[config.mk]
export PLATFORM = sky130hd
export DESIGN_NAME = cal_decode
export DESIGN_NICKNAME = d
export VERILOG_FILES = /design/src/rtl/core/cursor_array_list_top_defines.svh /design/src/rtl/core/cal_pkg.sv /design/src/rtl/core/cal_decode.sv
export SDC_FILE = /design/constraint.sdc
export NUM_CORES = 1
export LEC_CHECK = 0
export BUFFER_PORTS_ARGS = -buffer_cell sky130_fd_sc_hd__clkbuf_2
export CAP_MARGIN = 30
export CORE_MARGIN = 10
export CORE_UTILIZATION = 45
export DETAILED_ROUTE_END_ITERATION = 10
export PLACE_DENSITY_LB_ADDON = 0.25
export SYNTH_ARGS = -nofsm -noshare
export SYNTH_HDL_FRONTEND = slang
export SYNTH_SLANG_ARGS = --single-unit
export TNS_END_PERCENT = 1
[constraint.sdc]
create_clock -name vclk -period 3.75
set_input_delay 0.1875 -clock vclk [all_inputs]
set_output_delay 0.1875 -clock vclk [all_outputs]
set_load 0.05 [all_outputs]
[src/rtl/core/cursor_array_list_top_defines.svh]
// Assertion macros for the cursor array list block.
// Used by cursor_array_list_top; needs a clock and an active-low reset in scope.
`ifndef CURSOR_ARRAY_LIST_TOP_DEFINES_SVH
`define CURSOR_ARRAY_LIST_TOP_DEFINES_SVH

// Clocked assertion with explicit clock and active-low reset.
`define CAL_ASSERT_CLK(clk, rst_n, lbl, prop, msg) \
    lbl: assert property (@(posedge clk) disable iff (!rst_n) (prop)) else $error(msg);

// Clocked assertion on the block clock and reset.
`define CAL_ASSERT(lbl, prop, msg) \
    `CAL_ASSERT_CLK(i_clk, i_rst_n, lbl, prop, msg)

`endif

[src/rtl/core/cal_pkg.sv]
// Package for the cursor array list: field widths, command, status and action codes.
// No dependencies.
package cal_pkg;

    localparam int DEPTH_DEF  = 1024;
    localparam int DATA_W_DEF = 32;

    localparam int CMD_W    = 4;
    localparam int VALUE_W  = 32;
    localparam int POS_W    = 10;
    localparam int RDATA_W  = 32;
    localparam int STATUS_W = 3;
    localparam int LEN_W    = 11;
    localparam int CURPOS_W = 10;
    localparam int ACT_W    = 3;

    typedef logic [CMD_W-1:0]    t_cmd;
    typedef logic [STATUS_W-1:0] t_status;
    typedef logic [ACT_W-1:0]    t_act;

    localparam t_cmd CMD_INS_BEFORE = 4'd0;
    localparam t_cmd CMD_INS_AFTER  = 4'd1;
    localparam t_cmd CMD_DELETE     = 4'd2;
    localparam t_cmd CMD_PREV       = 4'd3;
    localparam t_cmd CMD_NEXT       = 4'd4;
    localparam t_cmd CMD_START      = 4'd5;
    localparam t_cmd CMD_END        = 4'd6;
    localparam t_cmd CMD_RD_CUR     = 4'd7;
    localparam t_cmd CMD_WR_CUR     = 4'd8;
    localparam t_cmd CMD_RD_IDX     = 4'd9;
    localparam t_cmd CMD_WR_IDX     = 4'd10;

    localparam t_status ST_OK     = 3'd0;
    localparam t_status ST_EMPTY  = 3'd1;
    localparam t_status ST_BADIDX = 3'd2;
    localparam t_status ST_FULL   = 3'd3;
    localparam t_status ST_BOUND  = 3'd4;

    // What the datapath does with an accepted command.
    localparam t_act ACT_NONE = 3'd0;  // result at once, store untouched
    localparam t_act ACT_PUT  = 3'd1;  // single store write, result at once
    localparam t_act ACT_READ = 3'd2;  // single store read
    localparam t_act ACT_SHUP = 3'd3;  // move elements up, then write the new word
    localparam t_act ACT_SHDN = 3'd4;  // move elements down

    typedef struct packed {
        t_status status;
        t_act    act;
    } t_dec;

endpackage

[src/rtl/core/cal_decode.sv]
// Command decoder: status, datapath action, next count and cursor, store addresses.
// Depends on cal_pkg.
module cal_decode import cal_pkg::*; #(
    parameter int DEPTH = DEPTH_DEF
) (
    input  t_cmd                           i_cmd,
    input  logic [POS_W-1:0]               i_pos,
    input  logic [$clog2(DEPTH+1)-1:0]     i_count,
    input  logic [$clog2(DEPTH)-1:0]       i_cursor,
    output t_dec                           o_dec,
    output logic [$clog2(DEPTH+1)-1:0]     o_count,
    output logic [$clog2(DEPTH)-1:0]       o_cursor,
    output logic [$clog2(DEPTH)-1:0]       o_addr,
    output logic [$clog2(DEPTH)-1:0]       o_stop
);

    localparam int AW    = $clog2(DEPTH);
    localparam int CNT_W = $clog2(DEPTH + 1);
    localparam int CMP_W = (CNT_W > POS_W) ? CNT_W : POS_W;

    logic             empty, full;
    logic [CNT_W-1:0] cur_ext, cur_p1, count_m1;
    logic [AW-1:0]    last;
    logic [CMP_W-1:0] pos_ext, cnt_cmp;

    assign empty    = (i_count == '0);
    assign full     = (i_count == CNT_W'(DEPTH));
    assign cur_ext  = CNT_W'(i_cursor);
    assign cur_p1   = cur_ext + 1'b1;
    assign count_m1 = i_count - 1'b1;
    assign last     = count_m1[AW-1:0];
    assign pos_ext  = CMP_W'(i_pos);
    assign cnt_cmp  = CMP_W'(i_count);

    always_comb begin
        o_dec.status = ST_OK;
        o_dec.act    = ACT_NONE;
        o_count      = i_count;
        o_cursor     = i_cursor;
        o_addr       = i_cursor;
        o_stop       = i_cursor;
        unique case (i_cmd) inside
            CMD_INS_BEFORE, CMD_INS_AFTER: begin
                if (full) begin
                    o_dec.status = ST_FULL;
                end else if (empty) begin
                    o_dec.act = ACT_PUT;
                    o_addr    = '0;
                    o_count   = CNT_W'(1);
                    o_cursor  = '0;
                end else if (i_cmd == CMD_INS_BEFORE) begin
                    o_dec.act = ACT_SHUP;
                    o_addr    = last;
                    o_stop    = i_cursor;
                    o_count   = i_count + 1'b1;
                    o_cursor  = i_cursor + 1'b1;
                end else begin
                    o_count = i_count + 1'b1;
                    if (cur_p1 == i_count) begin
                        // cursor on the last element: append, nothing to move
                        o_dec.act = ACT_PUT;
                        o_addr    = cur_p1[AW-1:0];
                    end else begin
                        o_dec.act = ACT_SHUP;
                        o_addr    = last;
                        o_stop    = cur_p1[AW-1:0];
                    end
                end
            end
            CMD_DELETE: begin
                if (empty) begin
                    o_dec.status = ST_EMPTY;
                end else begin
                    o_count = count_m1;
                    if (cur_ext == count_m1) begin
                        o_cursor = (i_cursor != '0) ? i_cursor - 1'b1 : '0;
                    end else begin
                        o_dec.act = ACT_SHDN;
                        o_addr    = cur_p1[AW-1:0];
                        o_stop    = last;
                    end
                end
            end
            CMD_PREV: begin
                if (i_cursor == '0) o_dec.status = ST_BOUND;
                else                o_cursor     = i_cursor - 1'b1;
            end
            CMD_NEXT: begin
                if (cur_p1 >= i_count) o_dec.status = ST_BOUND;
                else                   o_cursor     = i_cursor + 1'b1;
            end
            CMD_START: o_cursor = '0;
            CMD_END:   o_cursor = empty ? '0 : last;
            CMD_RD_CUR, CMD_WR_CUR: begin
                if (empty) begin
                    o_dec.status = ST_EMPTY;
                end else begin
                    o_dec.act = (i_cmd == CMD_RD_CUR) ? ACT_READ : ACT_PUT;
                    o_addr    = i_cursor;
                end
            end
            CMD_RD_IDX, CMD_WR_IDX: begin
                if (pos_ext >= cnt_cmp) begin
                    o_dec.status = ST_BADIDX;
                end else begin
                    o_dec.act = (i_cmd == CMD_RD_IDX) ? ACT_READ : ACT_PUT;
                    o_addr    = pos_ext[AW-1:0];
                end
            end
            default: ;
        endcase
    end

endmodule

# Yosys cells after proc, flatten, opt, wreduce, memory -nomap -nowiden
# Cells that the tools add are included.
# totals
reg_bits,0
latchBits,0
mem_bits_rw,0
romBits,0
input_bits,35
output_inout_bits,47
elab_cells,74
n_memories,0
# op_classes
addsub,5
n_mul,0
div,0
n_lt_le_gt_ge,2
n_eq_ne,13
shift,0
n_mux,46
n_bitwise,0
reduce_logical,8
# op_table
cell,n
10-bit 2-to-1 mux,22
10-bit one-hot mux with 6 select lines,1
11-bit 2-to-1 mux,3
10-bit one-hot mux with 3 select lines,1
11-bit one-hot mux with 2 select lines,1
10-bit one-hot mux with 2 select lines,1
3-bit 2-to-1 mux,6
4-bit by 3-bit == test with 1-bit output (second input constant),4
2-bit 2-to-1 mux,8
3-bit one-hot mux with 5 select lines,1
4-bit == test (second input constant),3
3-bit one-hot mux with 4 select lines,1
10-bit by 1-bit adder with 11-bit output (second input constant),1
11-bit by 1-bit adder with 11-bit output (second input constant),1
10-bit by 11-bit == test with 1-bit output,1
11-bit == test,1
11-bit == test (second input constant),1
10-bit by 11-bit greater-or-equal comparator with 1-bit output,1
11-bit greater-or-equal comparator,1
11-bit logical NOT,1
11-bit by 1-bit subtractor with 11-bit output (second input constant),1
10-bit by 1-bit adder with 10-bit output (second input constant),1
10-bit logical NOT,1
10-bit nonzero test,1
other kinds (7),10

# Depth between registers and ports, before layout
# depth
depth_word,7
mapped_depth,17
ltp_nobuf,14

# Worst setup path before layout
# No wires, ideal clock.
# synth_path
path_kind,input -> output
start,in i_count[1]
end,out o_cursor[9]
t_arrival_ns,4.102
required_ns,3.562
slack_ns,-0.539
stages,10
path_buffers,2
cell_sequence,inv_1 ha_1 clkbuf_1 nor3b_1 xnor3_1 a211oi_1 nand4_1 or2_1 buf_6 o311ai_0
# synth_via
elab_chain_cells,5
word_cells_on_any_way,12
classes_between,1 x add/sub; 1 x order compare; 2 x eq/ne; 7 x mux; 1 x reduce/logical
# synth_lines
item,line_no,rtl
"start, declared",cal_decode.sv:8,"input logic [$clog2(DEPTH+1)-1:0] i_count,"
11-bit by 1-bit subtractor with 11-bit output,cal_decode.sv:30,assign count_m1 = i_count - 1'b1;
10-bit by 11-bit == test with 1-bit output,cal_decode.sv:75,if (cur_ext == count_m1) begin
10-bit 2-to-1 mux,cal_decode.sv:75,
10-bit 2-to-1 mux,cal_decode.sv:71,if (empty) begin
10-bit one-hot mux with 6 select lines (*),cal_decode.sv:42,unique case (i_cmd) inside
"end, declared",cal_decode.sv:12,"output logic [$clog2(DEPTH)-1:0] o_cursor,"
# Every way passes the cells marked *; elsewhere a longest branch is shown, timed or not.

# Final worst setup path
# layout_path
start,in i_count[1]
end,out o_addr[9]
# layout_via
elab_chain_cells,6
word_cells_on_any_way,14
classes_between,1 x add/sub; 1 x order compare; 3 x eq/ne; 8 x mux; 1 x reduce/logical
# layout_lines
item,line_no,rtl
"parallel branches: the longest is 5 deep, another holds 11-bit by 1-bit subtractor with 11-bit output",--,
10-bit one-hot mux with 3 select lines (*),cal_decode.sv:42,
"end, declared",cal_decode.sv:13,"output logic [$clog2(DEPTH)-1:0] o_addr,"
# Every way passes the cells marked *.

==> impl_metrics.json <==
{
  "outcome": "finished, final reports clean",
  "grt_pass1_vias": 5296,
  "first_iter_violations": 578,
  "nFillCells": 749,
  "synth_xor_xnor_area_share_pct": 7.99,
  "ant_nets": 0,
  "cp_top_family": "simple AND/OR/NAND/NOR gates",
  "crit_chain": "clkbuf_2, or4_1, or4_4, a211oi_2, nand4_1, or2_1, buf_12, nand2_2, inv_2, a221oi_1, o21ai_1, buf_12",
  "die_h_um": 108,
  "maxSlewHeadroom_pct": 38.4,
  "synth_compound_area_share_pct": 40.5,
  "seq_cells": 0,
  "worst_slack_ns": 0.0602,
  "fin_cells": 777,
  "dr.pass1.iters": 5,
  "finalWeightedCongestion": 1.06,
  "critPathSlowestCell": "or4_1",
  "multi_input_area_sq_um": 3170,
  "hold_viol": 0,
  "synth_cell_types": 61,
  "stdcell_area_sq_um": 4690,
  "cts_resized": 0,
  "synthMuxAreaShare_pct": 2.34,
  "io_pins": 82,
  "netlist_area_sq_um": 3480,
  "initial_utilization_pct": 45.7,
  "crit_path_frequent_cell": "buf_12",
  "row_count": 32,
  "endpoint_kind": "output port",
  "clkbuf_count": 0,
  "timing.final.crit_share_pct": 98.4,
  "use_met3_pct": 6.89,
  "syn_area_per_cell_sq_um": 6.17,
  "ir_worst_vdd_mv": 0.0970,
  "wire_per_inst_um": 24.8,
  "grt_use_met2_pct": 53.6,
  "yosys-top-cells-count": "54 x nand2_1, 48 x a21oi_1, 46 x clkbuf_1, 44 x o21ai_0, 38 x nor2_1",
  "cp_data_required_time_ns": 3.56,
  "busiest_layer": "met2",
  "worst_pin_slew_ns": 0.911,
  "min_from": "i_pos[1]",
  "synth_top_family_by_area": "compound AO/OA/AOI/OAI gates",
  "num_vias": 5425,
  "grt-ovfl-total": 0,
  "finalNetCount": 741,
  "drive_gt1_share_pct": 26.3,
  "synthCells": 564,
  "post-place-ws_ns": 0.161,
  "cts_post_setup_buffers_inserted": 0,
  "crit_path_max_fanout": 11,
  "dieArea_sq_um": 11600,
  "path_buf_inv": 4,
  "cap_violations": 0,
  "cpPeakStageDelay_ns": 0.55,
  "leakage_uw": 0.00200,
  "rsz0062_at_grt": "true",
  "vias_per_cell": 6.98,
  "areaGrowthSynthToFinish_pct": 34.9,
  "place_inst": 776,
  "start_kind": "input port",
  "grt.met1_usage_pct": 38.7,
  "yosysTopAreaCellShare_pct": 10.8,
  "yosys.area_share.adder_pct": 10.8,
  "core_region_area_sq_um": 7610,
  "place.port_buffers": 82,
  "arrival_ns": 3.50,
  "synth.most_common_cell": "nand2_1",
  "routed_wl_um": 19300,
  "drc": 0,
  "synth_top_cells_by_area": "ha_1 11%, a21oi_1 6.9%, o21ai_0 6.3%",
  "pwr_density_cell_nw_per_um2": 162,
  "synthSimpleGateAreaFrac_pct": 28.7,
  "register_area_sq_um": 0,
  "placed_cell_area_sq_um": 4670,
  "holdBufCountCts": 0,
  "post-route-min-period_ns": 3.69,
  "antenna_found_initial": 0,
  "syn-num-nets": 629,
  "yosys.area.top_type": "ha_1",
  "seq_area_frac_synth_pct": 0,
  "ys_warn_count": 0,
  "startpoint": "i_count[1]",
  "setup_viol": 0,
  "hp-class": "input port to output port",
  "hpwl_um": 15700,
  "grt_pass1_wl_um": 29900,
  "max_freq_mhz": 271,
  "grt_max_degree": 21,
  "critPathKind": "input port to output port",
  "die_x_um": 108,
  "gr-usage-all-layers_pct": 32.1,
  "maxSlewViolCount": 0
}
placed cells by master, fill, tap and decap left out, drive strengths merged, types with 3 or more instances in the layout:
| master | instances |
|---|---|
| a221o | 3 |
| or2 | 4 |
| clkinv | 3 |
| a21o | 5 |
| o21ai | 47 |
| xnor2 | 18 |
| inv | 31 |
| o221ai | 11 |
| nor3 | 19 |
| nand4 | 12 |
| or3 | 7 |
| a31oi | 11 |
| nand3 | 27 |
| clkbuf | 66 |
| or4 | 5 |
| buf | 95 |
| nor3b | 4 |
| nand2 | 55 |
| a32oi | 6 |
| xor2 | 6 |
| o22ai | 12 |
| a211oi | 6 |
| nor4b | 3 |
| mux2i | 7 |
| nor2 | 38 |
| o31ai | 3 |
| and3 | 3 |
| a21oi | 48 |
| a211o | 5 |
| nand2b | 5 |
| o211ai | 17 |
| ha | 30 |
| xnor3 | 3 |
| a221oi | 10 |
| nor4 | 15 |
| a22oi | 10 |
| o32ai | 3 |
| a22o | 3 |
tightest hold or removal path, delay by kind of cell:
| family | cells | cell delay [ns] |
|---|---|---|
| buffers and inverters | 2 | 0.26 |
| AOI/OAI and AO/OA | 2 | 0.20 |
power by group:
part	internal, uW	switching [uW]	leakage, uW	total [uW]
registers	0	0	0	0
clock network	0.00000192	0	0.00000000634	0.00000193
logic	269	491	0.00200	760
cell families (layout without fill, tap and decap cells):
logic type                 Yosys count  count (layout)
AOI/OAI and AO/OA                  213             213
and+or+nand+nor                    201             201
buffers and inverters               85             195
adders and majority gates           30              30
xor gates and xnor gates            27              27
muxes                                8               8
other                                0               1
path summary, 6_finish.rpt:
path        end  slack [ns]  cells after the start
min   o_addr[1]        0.83                      4
max   o_addr[9]        0.06                     12
routing by layer:
| metal | vias to the layer above | routed length (um) |
|---|---|---|
| li1 | 2382 | - |
| met1 | 2483 | 7270 |
| met2 | 465 | 8720 |
| met3 | 95 | 2300 |
| met4 | 0 | 983 |
| met5 | - | 0 |
layout make-up:
type / count / area share (%)
repair buffers: 161 / 26.8
well taps: 102 / 2.72
inverters: 34 / 2.72
multi-input cells: 479 / 67.7
diodes: 1 / 0.0533
per-stage QoR:
stage / TNS, ns / hold WS (ns) / total power [uW] / utilization, %
after floorplan: -0.0749 / 0.739 / 440 / -
after global placement: 0 / 0.825 / 734 / 61.4
after detailed placement: 0 / 0.835 / 740 / 61.4
after CTS: 0 / 0.834 / 743 / 61.4
after global routing: -0.0119 / 0.851 / 799 / 61.6
final: 0 / 0.832 / 760 / 61.7
Power figures use the tool's default switching activity.
